### src/hdl/hmgc_pkg.sv
// ----------------------------------------------------------------------------
// hmgc_pkg: shared types and constants of the heightmap gouge check
// Field widths, register indexes, reset values, command codes and the
// sequencer states used by the core, its divider and its height store.
// ----------------------------------------------------------------------------
`default_nettype none

package hmgc_pkg;

  // field widths
  localparam int POS_W      = 24;
  localparam int CMD_W      = 2;
  localparam int RAD_W      = 16;
  localparam int SIZE_W     = 23;
  localparam int CELLS_W    = 10;
  localparam int CELL_W     = 24;
  localparam int CFG_IDX_W  = 3;
  localparam int CFG_DATA_W = 24;
  localparam int IN_DATA_W  = 80;
  localparam int OUT_DATA_W = 80;

  // datapath widths
  localparam int MUL_W  = 27;
  localparam int PROD_W = 54;
  localparam int NUM_W  = 48;
  localparam int DEN_W  = 25;
  localparam int SQ_W   = 48;

  // default bounds
  localparam int DEF_MAX_CELLS_X     = 512;
  localparam int DEF_MAX_CELLS_Z     = 512;
  localparam int DEF_MAX_WINDOW_HALF = 16;

  // register indexes
  localparam logic [CFG_IDX_W-1:0] REG_BASE_HEIGHT  = 3'd0;
  localparam logic [CFG_IDX_W-1:0] REG_TOOL_RADIUS  = 3'd1;
  localparam logic [CFG_IDX_W-1:0] REG_BLOCK_SIZE_X = 3'd2;
  localparam logic [CFG_IDX_W-1:0] REG_BLOCK_SIZE_Z = 3'd3;
  localparam logic [CFG_IDX_W-1:0] REG_CELLS_X      = 3'd4;
  localparam logic [CFG_IDX_W-1:0] REG_CELLS_Z      = 3'd5;

  // register reset values
  localparam logic [POS_W-1:0]   RST_BASE_HEIGHT = 24'd5248;
  localparam logic [RAD_W-1:0]   RST_TOOL_RADIUS = 16'd1024;
  localparam logic [SIZE_W-1:0]  RST_BLOCK_SIZE  = 23'd38400;
  localparam logic [CELLS_W-1:0] RST_CELLS       = 10'd500;

  typedef enum logic [CMD_W-1:0] {
    CMD_CLEAR = 2'd0,
    CMD_BAKE  = 2'd1,
    CMD_CHECK = 2'd2,
    CMD_NOP   = 2'd3
  } cmd_t;

  // divide jobs run on the shared divider
  typedef enum logic [2:0] {
    J_GX, J_GZ, J_HX, J_HZ, J_SX, J_SZ, J_CX0, J_CZ0
  } job_t;

  typedef enum logic [4:0] {
    S_IDLE, S_CLEAR, S_MUL, S_DIV_LOAD, S_DIV_RUN, S_DIV_POST,
    S_BAKE_CHK, S_BAKE_WR, S_WIN, S_R2, S_ROW, S_ROW_SQ,
    S_CELL, S_CELL_D2, S_CELL_CMP, S_CELL_NEXT, S_ROW_NEXT, S_DONE
  } state_t;

endpackage

`default_nettype wire

### src/hdl/hmgc_div.sv
// ----------------------------------------------------------------------------
// hmgc_div: unsigned restoring divider
// One quotient bit a cycle; busy stays high from start until the last quotient bit is in.
// ----------------------------------------------------------------------------
`default_nettype none

module hmgc_div
  import hmgc_pkg::*;
#(
  parameter int NW = NUM_W,
  parameter int DW = DEN_W
) (
  input  wire logic          clk,
  input  wire logic          rst,
  input  wire logic          start,
  input  wire logic [NW-1:0] num,
  input  wire logic [DW-1:0] den,
  output logic               busy,
  output logic [NW-1:0]      quot,
  output logic [DW-1:0]      rem
);

  localparam int CNT_W = $clog2(NW + 1);

  logic [CNT_W-1:0] cnt;
  logic [DW-1:0]    acc;
  logic [DW-1:0]    dsr;
  logic [DW:0]      shifted;
  logic [DW+1:0]    trial;

  assign shifted = {acc, quot[NW-1]};
  assign trial   = {1'b0, shifted} - {2'b00, dsr};
  assign rem     = acc;

  always_ff @(posedge clk) begin
    if (rst) begin
      busy <= 1'b0;
      cnt  <= '0;
    end else if (start) begin
      busy <= 1'b1;
      cnt  <= CNT_W'(NW);
    end else if (busy) begin
      cnt  <= cnt - 1'b1;
      busy <= (cnt != CNT_W'(1));
    end
  end

  always_ff @(posedge clk) begin
    if (start) begin
      acc  <= '0;
      quot <= num;
      dsr  <= den;
    end else if (busy) begin
      if (!trial[DW+1]) begin
        acc  <= trial[DW-1:0];
        quot <= {quot[NW-2:0], 1'b1};
      end else begin
        acc  <= shifted[DW-1:0];
        quot <= {quot[NW-2:0], 1'b0};
      end
    end
  end

endmodule

`default_nettype wire

### config.mk
export PLATFORM = sky130hd
export DESIGN_NAME = hmgc_div
export DESIGN_NICKNAME = d
export VERILOG_FILES = /design/src/hdl/hmgc_pkg.sv /design/src/hdl/hmgc_div.sv
export SDC_FILE = /design/constraint.sdc
export NUM_CORES = 1
export LEC_CHECK = 0
export BUFFER_PORTS_ARGS = -buffer_cell sky130_fd_sc_hd__buf_4
export CORE_MARGIN = 3
export CORE_UTILIZATION = 48
export DETAILED_ROUTE_END_ITERATION = 7
export PLACE_DENSITY = 0.77
export SETUP_SLACK_MARGIN = 0.15
export SYNTH_ARGS = -nofsm -noshare
export SYNTH_HDL_FRONTEND = slang
export SYNTH_SLANG_ARGS = --single-unit
export TNS_END_PERCENT = 100
### constraint.sdc
create_clock -name clk -period 3.1 [get_ports clk]
set_clock_uncertainty 0.2 [all_clocks]
set_input_delay 0.155 -clock clk [delete_from_list [all_inputs] [get_ports clk]]
set_output_delay 0.155 -clock clk [all_outputs]
set_load 0.01 [all_outputs]
==> impl_metrics.tcl, run 1 <==
set metrics [dict create \
    outcome "finished clean" \
    gp_congestion 0.8834 \
    nets 845 \
    rrSetupSlack_ps 120 \
    final_area_sq_um 8262 \
    first_iter_violations 320 \
    pre_cts_slack_ps 117.8 \
    synth_seq_cells 105 \
    synth_nets 614 \
    diodes 0 \
    place_inst 789 \
    hpwl_um 10340 \
    hold_violations 0 \
    drc 0 \
    die_h_um 116.1 \
    syn_to_final_growth_pct 41.91 \
    cts_max_level 3 \
    worst-endpoint-required_ps 3010 \
    cts_tree "done" \
    max_slew.worst_pin.slew_ps 663.7 \
    slew_headroom_pct 55.64 \
    clk_latency_ps 350 \
    yosys_warnings 0 \
    drtPass1Iterations 5 \
    power.density_nw_per_um2 504.6 \
    worstPathArrival_ps 2900 \
    hold_ws_ps 186.2 \
    yosys-top-cells-area "edfxtp_1, dfxtp_1, mux2_2" \
    drive_gt1_share_pct 34.99 \
    synth_largest_area_cell "edfxtp_1" \
    path_clk_slew_ps 70 \
    clockBufferDepth 2 \
    cts_root_buf "clkbuf_16" \
    synth_commonest_cells "edfxtp_1, mux2_2, nor2_1, dfxtp_1" \
    fillers 817 \
    synth_area_sq_um 5822 \
    ant_nets 0 \
    final_cells 889 \
    maxCapViolCount 0 \
    std_cell_rows 39 \
    die_area_sq_um 13490 \
    total_power_mw 4.169 \
    vias 4935 \
    grt_pass1_vias 4961 \
    path_class "reg -> reg" \
    ir_worst_vdd_uv 557.7 \
    tns_ps 0 \
    placed_cell_area_sq_um 7061 \
    core_region_area_sq_um 11610 \
    antenna_found_initial 0 \
    post-route-util_pct 71.14 \
    routedWlPerCell_um 17.89 \
    netlist_instances 510 \
    finalCritPeriodShare_pct 96.28 \
    endpoint_kind "flip-flop" \
    yosysMostFrequentCell "edfxtp_1" \
    io_pins 150 \
    via_per_inst 5.551 \
    wirelength_um 15910 \
    grt-ovfl-total 0 \
    hp-class "in -> reg" \
    synth-async-reset-ratio_pct 0 \
    portBuffers 149 \
    start_kind "flip-flop" \
    synth.avg_cell_area_sq_um 11.42 \
    power_leakage_nw 3.532 \
    finalWorstSetupSlack_ps 115.5 \
    synth_cell_type_count 66 \
    drv_slew 0 \
    synth-edff-count 73 \
    max_freq_mhz 335.1 \
    period_needed_ps 2985 \
    grt_pass1_wl_um 24810 \
    initial_utilization_pct 50.13 \
    synth_top_area_share_pct 37.65 \
    setup_violations 0 \
    critPathMaxFanout 4 \
    rsz0062_at_grt "true" \
    grt_max_degree 111 \
    grtUsageTotal_pct 23.71 \
    synth_flop_cell "edfxtp_1" \
    die_x_um 116.1 \
    cts_made_buffers 9 \
    seq_area_frac_synth_pct 48.66 \
    cts.sinks 105 \
]
layer usage:
layer / GRT usage (%) / part of all wire, % / up-vias
met5: 0 / 0 / -
li1: - / - / 2349
met3: 8.756 / 8.6 / 29
met1: 27.86 / 39 / 2357
met4: 7.193 / 2.3 / 0
met2: 40.66 / 50 / 200
final timing paths:
path	start	to	depth (start not counted)
worst max-delay path	quot[47]	quot[0]	11
worst max register to register	quot[47]	quot[0]	11
worst min-delay path	start	dsr[1]	2
worst min register to register	cnt[1]	cnt[1]	2
worst max-delay path, stage by stage (launching register included):
cell and delay (ps):
edfxtp_1 390, inv_1 80, ha_2 180, inv_2 40
fa_2 370, a21oi_4 170, o21ai_4 80, a211oi_4 300
nor3_4 70, a2111o_1 440, buf_4 180, mux2_2 250
cell type report:
| type | instances | area [sq um] | area share [%] |
|---|---|---|---|
| repair buffers | 245 | 2058 | 24.91 |
| flip-flops and latches | 105 | 2834 | 34.30 |
| clock inverters | 7 | 87.58 | 1.060 |
| multi-input cells | 349 | 2761 | 33.42 |
| inverters | 31 | 116.4 | 1.408 |
| clock buffers | 9 | 225.2 | 2.726 |
| well taps | 143 | 178.9 | 2.166 |
sequential cells by signal, indices dropped and copies added (netlist names):
name and cells:
quot 48, dsr 25, rem 25, cnt 6, busy 1
cell families after synthesis:
logic type      after synthesis  synth area share (%)
simple gates                128                 10.98
flops                       105                 48.66
compound gates              104                 13.28
mux                          65                 12.21
buf+inv                      56                 5.115
fa+ha+maj                    28                 6.147
xor+xnor                     24                 3.611
where the power goes:
group | internal (mW) | total [mW] | switching (mW)
combinational | 0.623 | 1.21 | 0.590
sequential | 1.66 | 1.75 | 0.0990
clock | 0.644 | 1.20 | 0.558
total | 2.92 | 4.17 | 1.25
what timing repair did:
item | CTS | global route
endpoints found under the hold margin | 80 | 0
pin swaps | 4 | 8
buffers inserted | 3 | 6
resized for setup | 4 | 12
gates cloned | 0 | 1
setup endpoints to repair | 19 | 26
hold buffers | 74 | 0
placed cells by master, fill, tap and decap left out, types with 3 or more instances in the layout:
cell	n
xnor2_1	13
mux2i_1	17
a31oi_1	3
a21o_1	8
nand2_1	31
clkbuf_16	9
buf_6	3
o221ai_1	4
ha_1	26
nand2b_1	9
o21bai_1	4
o21ai_0	11
nor2_1	40
a21oi_1	24
nor2b_1	5
buf_4	165
nand4_1	3
inv_1	30
edfxtp_1	73
dfxtp_1	31
mux2_2	48
a311oi_1	5
nand4b_1	4
xor2_1	11
dlygate4sd3_1	74
a211oi_1	14
nand3_1	6
nor3_1	10
Note: power is estimated with default switching activity, not from simulation.
==> inputs of run 2 (changes only) <==
--- a/config.mk
+++ b/config.mk
@@ -5,7 +5,7 @@
 export SDC_FILE = /design/constraint.sdc
 export NUM_CORES = 1
 export LEC_CHECK = 0
-export BUFFER_PORTS_ARGS = -buffer_cell sky130_fd_sc_hd__buf_4
+export BUFFER_PORTS_ARGS = -buffer_cell sky130_fd_sc_hd__buf_2
 export CORE_MARGIN = 3
 export CORE_UTILIZATION = 48
 export DETAILED_ROUTE_END_ITERATION = 7
@@ -14,4 +14,4 @@
 export SYNTH_ARGS = -nofsm -noshare
 export SYNTH_HDL_FRONTEND = slang
 export SYNTH_SLANG_ARGS = --single-unit
-export TNS_END_PERCENT = 100
+export TNS_END_PERCENT = 30
==> run 2 against run 1 <==
Compared with the run above:
- core utilization decreased by 3.4 points
- combinational power decreased by 7%
- register-to-register slack improved by 40 ps
- largest power group unchanged
- design area shrank 4.7%
==> impl_metrics.tcl, run 2 (synthesis gave the netlist of run 1 again) <==
set metrics [dict create \
    ir_worst_vdd_uv 447.2 \
    setup_violations 0 \
    r2r-start "quot[47]" \
    drive_gt1_share_pct 35.22 \
    crit_chain "inv_1 -> ha_2 -> inv_2 -> fa_2 -> a21oi_4 -> o21ai_4 -> a211oi_4 -> nor3_4 -> a2111o_1 -> buf_4 -> mux2_2" \
    slew_headroom_pct 55.82 \
    cts_made_buffers 9 \
    gp_congestion 0.9326 \
    hp-start "start" \
    max_slew.worst_pin.slew_ps 662.7 \
    cp_top_family "compound AO/OA/AOI/OAI gates" \
    die_x_um 116.1 \
    max_freq_mhz 339.4 \
    ant_nets 0 \
    power_leakage_nw 3.395 \
    clk_latency_ps 360 \
    first_iter_violations 211 \
    portBuffers 149 \
    start_kind "flip-flop" \
    io_pins 150 \
    reg2regPathDepth 11 \
    drv_slew 0 \
    critPathMaxStageDelay_ps 400 \
    worstPathArrival_ps 2850 \
    critPathMaxFanout 3 \
    die_h_um 116.1 \
    via_per_inst 5.534 \
    slowest_stage "edfxtp_1" \
    routedWlPerCell_um 17.21 \
    antenna_found_initial 0 \
    grtUsageTotal_pct 22.97 \
    path_clk_slew_ps 70 \
    outcome "finished clean" \
    holdPathStages 2 \
    diodes 0 \
    layout_common_cells "buf_2, dlygate4sd3_1, edfxtp_1" \
    rsz0062_at_grt "true" \
    std_cell_rows 39 \
    hp-class "in -> reg" \
    largest_reg_flops 48 \
    cts.sinks 105 \
    power.density_nw_per_um2 510.9 \
    period_needed_ps 2946 \
    cp.buffers_inverters 3 \
    grt_pass1_wl_um 24450 \
    syn_to_final_growth_pct 35.22 \
    whs_endpoint "dsr[2]" \
    die_area_sq_um 13490 \
    clockBufferDepth 2 \
    finalCritPeriodShare_pct 95.04 \
    core_region_area_sq_um 11610 \
    drtPass1Iterations 6 \
    finalWorstSetupSlack_ps 153.7 \
    top_register "quot" \
    initial_utilization_pct 50.13 \
    cts_tree "done" \
    cts_max_level 3 \
    pre_cts_slack_ps 78.51 \
    vias 4909 \
    layout_commonest_cell "buf_2" \
    grt_max_degree 111 \
    cts_root_buf "clkbuf_16" \
    grt-ovfl-total 0 \
    maxCapViolCount 0 \
    rr_endpoint "quot[0]" \
    drc 0 \
    path_class "reg -> reg" \
    hpwl_um 9988 \
    hold_violations 0 \
    rrSetupSlack_ps 150 \
    grt_pass1_vias 4979 \
    worst-endpoint-required_ps 3010 \
    total_power_mw 4.022 \
    endpoint_kind "flip-flop" \
    wirelength_um 15260 \
    nets 843 \
]
## run 2: report_power, final
part | internal [mW] | switching [mW] | total (mW)
clock network | 0.606 | 0.534 | 1.14
logic | 0.545 | 0.590 | 1.13
registers | 1.66 | 0.0928 | 1.75
total | 2.81 | 1.22 | 4.02
## run 2: how the worst max path moves through the flow
stage,startpoint,end,slack (ps),cells after the start
floorplan,quot[47],quot[0],150,11
global placement,quot[47],rem[15],210,12
detailed placement,quot[47],rem[12],80,12
CTS,quot[47],rem[12],170,12
global route,dsr[4],rem[23],-70,11
finish,quot[47],quot[0],150,11
## run 2: worst reg2reg max path: cells and delay by family, from the launching register on
kind | cells | cell delay [ps]
buffers and inverters | 3 | 280
multiplexers | 1 | 260
AND/OR/NAND/NOR | 1 | 80
adder cells (fa/ha/maj) | 2 | 550
AO/OA/AOI/OAI | 4 | 930
flip-flops | 1 | 400
## run 2: per-layer routing
metal  up-vias  wire length (um)  track usage [%]
met2       187              7408            38.55
li1       2351                 -                -
met4         0               314            8.507
met3        24              1057            6.321
met5         -                 0                0
met1      2347              6482            28.44
## run 2: stage by stage
| stage | area [sq um] | util (%) | TNS [ps] | std cells | hold WS, ps |
|---|---|---|---|---|---|
| finish | 7873 | 67.79 | 0 | 887 | 228.5 |
| global route | 7873 | 67.79 | -66.40 | 887 | 244.1 |
| CTS | 7751 | 66.74 | 0 | 883 | 230.4 |
| detailed placement | 6700 | 57.69 | 0 | 792 | 133.1 |
| global placement | 6700 | 57.69 | 0 | 792 | 131.3 |
| floorplan | 5832 | - | 0 | 510 | 27.38 |
## run 2: area by class of cell
class | instances | area, sq um
Clock buffer | 12 | 257.7
Clock inverter | 4 | 33.78
Fill cell | 878 | 3741
Inverter | 31 | 116.4
Multi-Input combinational cell | 349 | 2789
Sequential cell | 105 | 2834
Tap cell | 143 | 178.9
Timing Repair Buffer | 243 | 1663
## run 2: what timing repair did
item / 4_1_cts / 5_1_grt
pin swaps: 2 / 12
resized for setup: 2 / 19
endpoints found under the setup margin: 13 / 23
hold endpoints to repair: 80 / 0
buffers inserted: 1 / 4
hold buffers: 74 / 0
